==> config.mk <==
export PLATFORM = sky130hd
export DESIGN_NAME = dnd_queue
export DESIGN_NICKNAME = d
export VERILOG_FILES = /design/src/hdl/dnd_pkg.sv /design/src/hdl/dnd_queue.sv
export SDC_FILE = /design/constraint.sdc
export NUM_CORES = 1
export LEC_CHECK = 0
export ABC_AREA = 1
export BUFFER_PORTS_ARGS = -buffer_cell sky130_fd_sc_hd__buf_2
export CAP_MARGIN = 20
export CORE_AREA = 2 2 68 70
export DETAILED_ROUTE_END_ITERATION = 7
export DIE_AREA = 0 0 70 72
export HOLD_SLACK_MARGIN = 0.02
export PLACE_DENSITY = 0.65
export SETUP_SLACK_MARGIN = 0.4
export SLEW_MARGIN = 15
export SYNTH_ARGS = -nofsm -noshare
export SYNTH_HDL_FRONTEND = slang
export SYNTH_SLANG_ARGS = --single-unit
==> constraint.sdc <==
create_clock -name clock -period 2.75 [get_ports clock]
set_input_delay 0.275 -clock clock [delete_from_list [all_inputs] [get_ports clock]]
set_output_delay 0.275 -clock clock [all_outputs]
set_load 0.05 [all_outputs]
==> src/hdl/dnd_pkg.sv <==
// Shared types and constants for the DNS name decompressor.
// Used by the front, queue, back and top-level modules; depends on nothing.
package dnd_pkg;

   localparam logic KIND_LOAD   = 1'b0;
   localparam logic KIND_DECODE = 1'b1;

   localparam int QDEPTH = 2;

   localparam logic [7:0] CHAR_DOT = 8'h2E;
   localparam logic [1:0] PTR_TAG  = 2'b11;

   typedef enum logic [1:0] {
      STAT_OK    = 2'd0,
      STAT_LONG  = 2'd1,
      STAT_JUMPS = 2'd2,
      STAT_RANGE = 2'd3
   } status_type;

   typedef enum logic [2:0] {
      WALK_IDLE,
      WALK_LEN_RD,
      WALK_LEN,
      WALK_PTR,
      WALK_CH_RD,
      WALK_CH,
      WALK_FIN
   } walk_state_type;

   typedef struct packed {
      logic       kind;
      logic [8:0] offset;
      logic [7:0] byte_value;
      logic       in_range;
   } item_type;

   typedef struct packed {
      logic full;
      logic empty;
   } qstat_type;

endpackage

==> src/hdl/dnd_queue.sv <==
// Short FIFO between the front and the back of the DNS name decompressor.
// Depends on dnd_pkg.
module dnd_queue (
   input  logic               clock,
   input  logic               reset,
   input  logic               push,
   input  dnd_pkg::item_type  push_item,
   input  logic               pop,
   output dnd_pkg::item_type  pop_item,
   output dnd_pkg::qstat_type q_stat
);

   localparam int PW = (dnd_pkg::QDEPTH > 1) ? $clog2(dnd_pkg::QDEPTH) : 1;
   localparam int CW = $clog2(dnd_pkg::QDEPTH + 1);

   dnd_pkg::item_type entry_ff [dnd_pkg::QDEPTH];
   logic [PW-1:0]     wr_ptr_ff, wr_ptr_in;
   logic [PW-1:0]     rd_ptr_ff, rd_ptr_in;
   logic [CW-1:0]     count_ff, count_in;
   logic              do_push, do_pop;

   always_comb begin
      q_stat.full  = (count_ff == CW'(dnd_pkg::QDEPTH));
      q_stat.empty = (count_ff == '0);
      do_push      = push && !q_stat.full;
      do_pop       = pop && !q_stat.empty;
      pop_item     = entry_ff[rd_ptr_ff];
      wr_ptr_in    = wr_ptr_ff;
      rd_ptr_in    = rd_ptr_ff;
      count_in     = count_ff;
      if (do_push) begin
         wr_ptr_in = (wr_ptr_ff == PW'(dnd_pkg::QDEPTH - 1)) ? '0 : wr_ptr_ff + 1'b1;
      end
      if (do_pop) begin
         rd_ptr_in = (rd_ptr_ff == PW'(dnd_pkg::QDEPTH - 1)) ? '0 : rd_ptr_ff + 1'b1;
      end
      if (do_push && !do_pop) begin
         count_in = count_ff + 1'b1;
      end else if (do_pop && !do_push) begin
         count_in = count_ff - 1'b1;
      end
   end

   always_ff @(posedge clock) begin
      if (reset) begin
         wr_ptr_ff <= '0;
         rd_ptr_ff <= '0;
         count_ff  <= '0;
      end else begin
         wr_ptr_ff <= wr_ptr_in;
         rd_ptr_ff <= rd_ptr_in;
         count_ff  <= count_in;
      end
   end

   always_ff @(posedge clock) begin
      if (do_push) begin
         entry_ff[wr_ptr_ff] <= push_item;
      end
   end

   assert property (@(posedge clock) disable iff (reset)
      count_ff <= CW'(dnd_pkg::QDEPTH))
      else $error("queue count overflow");

   assert property (@(posedge clock) disable iff (reset)
      (count_ff == '0) |-> (wr_ptr_ff == rd_ptr_ff))
      else $error("queue pointers disagree while empty");

   assert property (@(posedge clock) disable iff (reset)
      (do_push && !do_pop) |=> (count_ff == $past(count_ff) + 1'b1))
      else $error("queue count missed a push");

endmodule

Word level (Yosys, flattened, before mapping)
Memory sizes are Yosys's and may differ from the RTL's. A register that Yosys moved wholly into a read port is not among the register bits.
Cells that the tools add are included.
Storage, ports and cells
  flip-flop bits (word level): 4
  bits in writable memories: 38
  bits of input ports: 23
  output and inout bits: 21
  word-level logic and storage cells: 27
  memories kept: 1
Memories
  entry_ff: depth 2, bits a word 19, rd ports 1, clocked after memory_dff 1, write ports 1, RTL line dnd_queue.sv:16  | dnd_pkg::item_type entry_ff [dnd_pkg::QDEPTH];
Cells by class
  add/sub/neg operators: 4
  eq/ne operators: 1
  mux-type cells: 8
  reduce and logical (&&, ||, !) cells: 10
Operators by type and width (count)
  2-to-1 mux 1 bit: 6
  logical AND 1 bit: 4
  zero test 1 bit: 4
  2-to-1 mux 2 bit: 2
  adder 1 bit, second input constant: 2
  adder 2 x 1 -> 2 bit, second input constant: 1
  equality test 2 bit, second input constant: 1
  zero test 2 bit: 1
  nonzero test 2 bit: 1
  subtractor 2 x 1 -> 2 bit, second input constant: 1

Longest topological paths before layout
Gate-level depths: netlist of run 1.
  word-level depth: 7
  mapped depth: 10
  mapped depth without buffers: 10

Least setup slack after synthesis of run 1
No wires, ideal clock.
  path type: register to register
  from: register count_ff[0]
  to: memory entry_ff[1][0] (netlist name) (enable)
  library setup time: 395 ps
  arrival: 1356 ps
  required time: 2355 ps
  path slack: 999 ps
  stages on the path, launching flop included: 3
  period minus slack after synthesis: 1751 ps
  cell sequence: dfxtp_1 -> o21ai_2 -> nor2_1
On the way
  cells in the longest elaborated chain, start to end: 5
Ends and longest elaborated chain
  start, declared: RTL line dnd_queue.sv:19  | logic [CW-1:0] count_ff, count_in;
  start signal, assigned: RTL line dnd_queue.sv:52  | count_ff <= count_in;
  equality test 2 bit: RTL line dnd_queue.sv:23  | q_stat.full = (count_ff == CW'(dnd_pkg::QDEPTH));
  zero test 1 bit: RTL line dnd_queue.sv:25  | do_push = push && !q_stat.full;
  logical AND 1 bit: RTL line dnd_queue.sv:25
  2-to-1 mux 1 bit: RTL line dnd_queue.sv:57  | if (do_push) begin
  2-to-1 mux 1 bit (implied by the code): RTL line dnd_queue.sv:58  | entry_ff[wr_ptr_ff] <= push_item;
  end, declared: RTL line dnd_queue.sv:16
No other way between the ends.

==> results.json, run 1 <==
{
  "cts_buffers": 5,
  "core_um2": 4260,
  "vdd_ir_drop_max_v": 0.000530,
  "cts_sinks": 43,
  "dieHeight_um": 72,
  "die_x_um": 70,
  "critPathArrivalTime_ns": 1.71,
  "grt_overflow": 0,
  "antenna_found_initial": 0,
  "synth-seq-cells": 43,
  "dpl-instance-area_um2": 1950,
  "worstPathMaxFanout": 11,
  "synth.avg_cell_area_um2": 17.5,
  "rsz0062_at_grt": "no",
  "crit_type": "reg2out",
  "cts_buffer_depth": 2,
  "grt_usage": 0.113,
  "maxCapViolCount": 0,
  "synthArstFlopShare": 0,
  "max_slew_margin": 0.743,
  "fin_ws_ns": 0.760,
  "num_io_pins": 44,
  "cts_resized": 0,
  "grt_max_degree": 20,
  "dp_hpwl_um": 2010,
  "synth_top_area_frac": 0.681,
  "viasPerCell": 4.61,
  "syn_to_final_growth_pct": 21.5,
  "worst_slew_pin_slew_ns": 0.384,
  "grt_pass1_vias": 999,
  "initial_utilization": 0.393,
  "io_buffers": 43,
  "post-route-period-util": 0.724,
  "synthFlopType": "edfxtp_1",
  "skew_ns": 0.00160,
  "final_max_slew_viol_count": 0,
  "cts-htree-levels": 2,
  "setup_violations": 0,
  "vias": 922,
  "grt_pass1_wl_um": 4370,
  "power_density_nw_per_um2": 996,
  "ant_nets": 0,
  "clk_pin_slew_ns": 0.07,
  "insertion_delay_ns": 0.28,
  "synth.largest_area_cell": "edfxtp_1",
  "synth.cell_area_um2": 1680,
  "fin_crit_ns": 1.99,
  "row_count": 24,
  "fp.dieArea_um2": 5040,
  "fillCellCount": 394,
  "leakage_nw": 0.812,
  "fin_tns_setup_ns": 0,
  "netlist_top_cells_count": "edfxtp_1 (38), mux2_4 (10), mux2_2 (9), nor2_1 (9), inv_1 (8)",
  "crit_required_ns": 2.48,
  "fmax_mhz": 503,
  "drt_iter0_drc": 61,
  "min_path_type": "in2reg",
  "critPathLaunchType": "flip-flop",
  "ys_seq_area_frac": 0.740,
  "endpoint_kind": "primary output",
  "synth_cells": 96,
  "clock_tree.root_cell": "clkbuf_8",
  "synth_cell_types": 18,
  "cts_tree": "built",
  "wirelength_um": 2700,
  "globalplace.congestion": 0.644,
  "antenna_cells": 0,
  "holdWs_ns": 0.180,
  "syn_nets": 120,
  "wire_per_inst_um": 13.5,
  "dr.pass1.iters": 4,
  "drc": 0,
  "status": "complete, no violations",
  "finalHoldViolations": 0,
  "synthTopCellsByArea": "edfxtp_1 (68%), mux2_4 (9.0%), mux2_2 (6.0%), dfxtp_1 (6.0%), nor2_1 (2.0%)",
  "post_cts_buffers": 0,
  "synth_edf_count": 38,
  "drive_above_1_share": 0.520,
  "final_area_um2": 2040,
  "hold_buffers": 0,
  "final_nets": 171,
  "finalPower_w": 0.00203,
  "synth_warnings": 0,
  "dp_worst_setup_slack_ns": 1.04,
  "synth.most_common_cell": "edfxtp_1"
}
## cells by family (layout without fill, tap and decap cells)
group                      Yosys count  after routing  synth area share
and+or+nand+nor                     16             16            0.0410
buffers and inverters               11             63            0.0388
DFF                                 43             43             0.740
AOI/OAI and AO/OA                    6              6            0.0224
adders and majority gates            1              1           0.00746
muxes                               19             19             0.150
## metal layers
metal | GRT usage | share of wire | vias to the layer above
met5 | 0 | 0 | -
met4 | 0.0449 | 0.013 | 0
met3 | 0.0403 | 0.060 | 5
met2 | 0.214 | 0.54 | 29
met1 | 0.115 | 0.38 | 440
li1 | - | - | 448
## registers in the layout, indices dropped and copies added, names as in the netlist, named ones only
signal,flops
count_ff,2
entry_ff,38
wr_ptr_ff,1
rd_ptr_ff,1
## worst max-delay path: stages (launching register included)
cell and delay [ns]:
dfxtp_1 0.56, buf_4 0.31, mux2_2 0.35, buf_2 0.21
## report_power, final
group	internal [W]	switching, W
Combinational	0.000237	0.000545
Clock	0.000172	0.000191
Sequential	0.000828	0.0000549
Total	0.00124	0.000791
## worst paths after layout
check / startpoint / to / slack [ns] / depth (start not counted)
worst max-delay path: flip-flop / pop_item[16] / 0.76 / 3
worst min-delay path: push_item[18] / entry_ff[1][18] / 0.18 / 1
worst max register to register: count_ff[1] / count_ff[1] / 1.15 / 9
worst min register to register: wr_ptr_ff / wr_ptr_ff / 0.55 / 2
## through the flow
step,std cells,util
floorplan,96,-
global placement,192,0.458
detailed placement,192,0.458
CTS,200,0.478
global route,200,0.478
finish,200,0.478
## final cells by class
type / instances / area [um^2] / share of cell area
flip-flops and latches: 43 / 1240 / 0.609
multi-input cells: 42 / 375 / 0.184
repair buffers: 46 / 238 / 0.117
clock buffers: 5 / 68.8 / 0.0338
well taps: 52 / 65.1 / 0.0319
inverters: 9 / 33.8 / 0.0166
clock inverters: 3 / 15.0 / 0.00737
## cells in the final DEF (no fill, tap or decap), drive strengths merged
cell type / instances
nor2: 9
nand2: 4
mux2: 19
edfxtp: 38
ha: 1
inv: 9
nand3: 1
o21ai: 5
clkbuf: 5
clkinvlp: 1
clkinv: 2
a21oi: 1
nand4: 1
and2: 1
dfxtp: 5
buf: 46
Note: power is estimated with default switching activity, not from simulation.
==> run 2: changes to the inputs <==
- clock period: 2.75 -> 2 ns (I/O delays scaled with it)
==> results.json, run 2 (synthesis gave the netlist of run 1 again) <==
{
  "largest_reg_flops": 38,
  "antenna_found_initial": 0,
  "final_max_slew_viol_count": 0,
  "min_path_type": "in2reg",
  "crit_required_ns": 1.80,
  "grt_overflow": 0,
  "clk_pin_slew_ns": 0.08,
  "cts_tree": "built",
  "drc": 0,
  "r2r_cells": 9,
  "setup_violations": 0,
  "antenna_cells": 0,
  "insertion_delay_ns": 0.28,
  "status": "complete, no violations",
  "endpoint_kind": "primary output",
  "r2r-end": "count_ff[1]",
  "critPathArrivalTime_ns": 1.34,
  "crit_type": "reg2out",
  "cts_sinks": 43,
  "holdWs_ns": 0.0994,
  "syn_to_final_growth_pct": 27.4,
  "fin_crit_ns": 1.54,
  "fin_tns_setup_ns": 0,
  "rr_startpoint": "count_ff[1]",
  "vias": 950,
  "rsz0062_at_grt": "no",
  "grt_pass1_vias": 992,
  "cts_buffer_depth": 2,
  "leakage_nw": 0.863,
  "die_x_um": 70,
  "worst_slew_pin_slew_ns": 0.262,
  "fmax_mhz": 649,
  "layout_common_cells": "edfxtp_1 (38), buf_2 (35), buf_4 (13), mux2_4 (10), mux2_2 (9)",
  "post-route-period-util": 0.770,
  "dp_hpwl_um": 2060,
  "clock_tree.root_cell": "clkbuf_8",
  "multiInputGateArea_um2": 375,
  "dr.pass1.iters": 4,
  "fillCellCount": 376,
  "viasPerCell": 4.63,
  "fp.dieArea_um2": 5040,
  "finalHoldViolations": 0,
  "holdPathEnd": "entry_ff[0][15]",
  "core_um2": 4260,
  "critPathLaunchType": "flip-flop",
  "globalplace.congestion": 0.704,
  "cts-htree-levels": 2,
  "worstHoldStart": "push_item[15]",
  "grt_usage": 0.114,
  "grt_max_degree": 14,
  "row_count": 24,
  "finalPower_w": 0.00295,
  "initial_utilization": 0.393,
  "num_io_pins": 44,
  "io_buffers": 43,
  "worstPathMaxFanout": 8,
  "grt_pass1_wl_um": 4380,
  "final_nets": 176,
  "max_slew_margin": 0.825,
  "wirelength_um": 2880,
  "drive_above_1_share": 0.556,
  "dp_worst_setup_slack_ns": 0.418,
  "mostFrequentLayoutCell": "edfxtp_1",
  "hold_path_depth": 1,
  "dieHeight_um": 72,
  "cts_buffers": 5,
  "power_density_nw_per_um2": 1380,
  "drt_iter0_drc": 72,
  "final_util": 0.501,
  "regMostFlops": "entry_ff",
  "vdd_ir_drop_max_v": 0.000716,
  "wire_per_inst_um": 14.1,
  "register_area_um2": 1250,
  "skew_ns": 0.00505,
  "maxCapViolCount": 0,
  "reg2reg_slack_ns": 0.53,
  "top_regs": "entry_ff: 38 flops, count_ff: 2 flops",
  "fin_ws_ns": 0.460,
  "hold_buffers": 0,
  "ant_nets": 0
}
-- run 2: metal layers --
layer / vias up / routed length (um) / GRT usage
met2: 34 / 1540 / 0.206
met5: - / 0 / 0
met4: 0 / 54 / 0.0449
met1: 450 / 1110 / 0.118
li1: 459 / - / -
met3: 7 / 178 / 0.0472
-- run 2: cell type report --
class                           instances  area share
Clock buffer                            7      0.0404
Multi-Input combinational cell         42       0.176
Inverter                                9      0.0158
Clock inverter                          1     0.00234
Timing Repair Buffer                   51       0.152
Sequential cell                        43       0.583
Tap cell                               52      0.0305
-- run 2: where the power goes --
group	switching [W]	leakage, nW	internal, W
combinational	0.000786	0.418	0.000415
sequential	0.0000654	0.397	0.00114
clock	0.000261	0.0482	0.000278
total	0.00111	0.863	0.00184
-- run 2: worst max-delay path by stage --
stage / endpoint / depth (start not counted)
floorplan: entry_ff[1][0] / 2
global placement: count_ff[1] / 9
detailed placement: count_ff[1] / 9
CTS: pop_item[16] / 3
global route: pop_item[2] / 3
finish: pop_item[2] / 3
-- run 2: stage by stage --
stage	cells	area (um^2)
2_1_floorplan	96	1680
3_3_place_gp	195	1980
3_5_place_dp	195	1980
4_1_cts	204	2080
5_1_grt	205	2140
6_report	205	2140
-- run 2: timing repair --
item / 4_1_cts / 5_1_grt
cloned: 0 / 1
pin swaps: 1 / 0
setup buffers: 1 / 0
resized for setup: 1 / 21
setup endpoints to repair: 10 / 20
-- run 2: critical path: stages (launching register included) --
cell	delay, ns
dfxtp_4	0.38
buf_6	0.15
mux2_2	0.34
buf_4	0.19
==> run 3: changes to the inputs <==
- PLACE_DENSITY: 0.65 -> 0.67
- clock period: 2 -> 1.35 ns (I/O delays scaled with it)
==> results.json, run 3 (synthesis gave the netlist of run 1 again) <==
{
  "rr_startpoint": "count_ff[1]",
  "p_int_w": 0.00342,
  "cts_tree": "built",
  "switching_power_w": 0.00197,
  "dr.pass1.iters": 4,
  "worstHoldStart": "push_item[12]",
  "post-route-period-util": 1.08,
  "antenna_cells": 0,
  "fp.dieArea_um2": 5040,
  "grt_overflow": 0,
  "initial_utilization": 0.393,
  "critPathLaunchType": "flip-flop",
  "status": "finished, violations left",
  "dieHeight_um": 72,
  "comb_power_share": 0.526,
  "min_path_type": "in2reg",
  "worstPathMaxFanout": 10,
  "holdWs_ns": 0.0361,
  "wirelength_um": 3500,
  "max_slew_margin": 0.853,
  "antenna_found_initial": 0,
  "holdPathEnd": "entry_ff[0][12]",
  "fin_crit_ns": 1.45,
  "clock_tree.root_cell": "clkbuf_8",
  "crit_path_cell_trace": "buf_12 -> mux2_4 -> buf_6",
  "final_nets": 192,
  "vias": 1031,
  "grt_pass1_vias": 1082,
  "violations": "negative setup slack",
  "fin_cells": 220,
  "crit_type": "reg2out",
  "cts_buffer_depth": 2,
  "finalHoldViolations": 0,
  "globalplace.congestion": 0.715,
  "cp_slowest_stage_delay_ns": 0.39,
  "mostFrequentLayoutCell": "edfxtp_1",
  "critPathArrivalTime_ns": 1.32,
  "seq_power_share": 0.338,
  "clk_pin_slew_ns": 0.07,
  "final_max_slew_viol_count": 0,
  "hold_path_depth": 1,
  "reg2reg_slack_ns": 0,
  "core_um2": 4260,
  "power_density_nw_per_um2": 2030,
  "layout_common_cells": "edfxtp_1 (38), buf_6 (36), buf_2 (22), mux2_4 (19)",
  "rsz0062_at_grt": "yes",
  "insertion_delay_ns": 0.29,
  "maxCapViolCount": 0,
  "die_x_um": 70,
  "leakage_nw": 1.07,
  "fin_ws_ns": -0.104,
  "grt_pass1_wl_um": 5310,
  "r2r-end": "entry_ff[0][1]",
  "viasPerCell": 4.69,
  "cts_sinks": 43,
  "vdd_ir_drop_max_v": 0.00166,
  "top_regs": "entry_ff: 38 flops, count_ff: 2 flops",
  "ant_nets": 0,
  "placed_cells": 193,
  "pwr-share-clk": 0.135,
  "crit_slowest_cell": "dfxtp_4",
  "drc": 0,
  "largest_reg_flops": 38,
  "num_io_pins": 44,
  "syn_to_final_growth_pct": 58.4,
  "skew_ns": 0.00591,
  "grt_usage": 0.144,
  "io_buffers": 43,
  "regMostFlops": "entry_ff",
  "setup_violations": 19,
  "drive_above_1_share": 0.702,
  "wire_per_inst_um": 15.9,
  "endpoint_kind": "primary output",
  "cts_buffers": 5,
  "worst_slew_pin_slew_ns": 0.220,
  "dp_hpwl_um": 1960,
  "cts-htree-levels": 2,
  "r2r_cells": 7,
  "swShare": 0.365,
  "finalPower_w": 0.00539,
  "fmax_mhz": 688,
  "row_count": 24,
  "drt_iter0_drc": 57,
  "crit_required_ns": 1.22,
  "grt_max_degree": 13
}
## run 3: changes by cell type in the layout (fill, tap and decap cells not counted), moves of 3 or more
cell / before / now
mux2_2: 9 / 0
buf_4: 13 / 0
inv_1: 8 / 4
nor2_4: 0 / 5
buf_2: 35 / 22
nor2_1: 7 / 2
buf_12: 0 / 3
buf_16: 0 / 4
mux2_4: 10 / 19
buf_6: 1 / 36
## run 3: per-stage QoR
step                TNS, ns  setup slack (ns)  instance area (um^2)   util
floorplan                 0            0.0903                  1760      -
global placement          0             0.151                  2070  0.486
detailed placement        0            0.0891                  2070  0.486
CTS                   -2.03            -0.113                  2580  0.606
global route          -2.78            -0.146                  2660  0.623
finish                -1.65            -0.104                  2660  0.623
## run 3: area by class of cell
type	instances	area [um^2]
fillers	311	1610
flip-flops and latches	43	1250
repair buffers	67	726
multi-input cells	42	494
clock buffers	5	68.8
well taps	52	65.1
inverters	9	38.8
clock inverters	2	8.76
## run 3: worst max-delay path by stage
stage / from / end / slack, ns / cells past startpoint
after detailed placement: count_ff[1] / count_ff[1] / 0.09 / 8
after floorplan: count_ff[1] / count_ff[1] / 0.09 / 9
after global placement: count_ff[1] / entry_ff[1][12] / 0.15 / 5
after CTS: flip-flop / pop_item[18] / -0.11 / 3
final: flip-flop / pop_item[18] / -0.10 / 3
after global routing: flip-flop / pop_item[18] / -0.15 / 3
## run 3: what timing repair did
item,in CTS,in global routing
buffers inserted,11,3
hold buffers,0,0
gates resized for setup,72,15
pin swaps,12,8
cloned,5,1
setup endpoints to repair,62,64
## run 3: power by group through the flow
| stage | clock network, W | registers, W | logic (W) |
|---|---|---|---|
| finish | 0.000729 | 0.00182 | 0.00283 |
| floorplan | 0 | 0.00180 | 0.00149 |
| CTS | 0.000747 | 0.00182 | 0.00267 |
| global route | 0.000806 | 0.00185 | 0.00296 |
| detailed placement | 0 | 0.00183 | 0.00183 |
| global placement | 0 | 0.00181 | 0.00180 |
## run 3: critical path: cells and delay by family, from the launching register on
kind | cells | cell delay (ns)
buffers and inverters | 2 | 0.32
multiplexers | 1 | 0.32
flip-flops | 1 | 0.39
## run 3: layer usage
metal	wire length, um	vias to the layer above	global-route usage
li1	-	494	-
met1	1320	495	0.152
met2	1950	36	0.267
met3	197	6	0.0542
met4	27	0	0.0449
met5	0	-	0
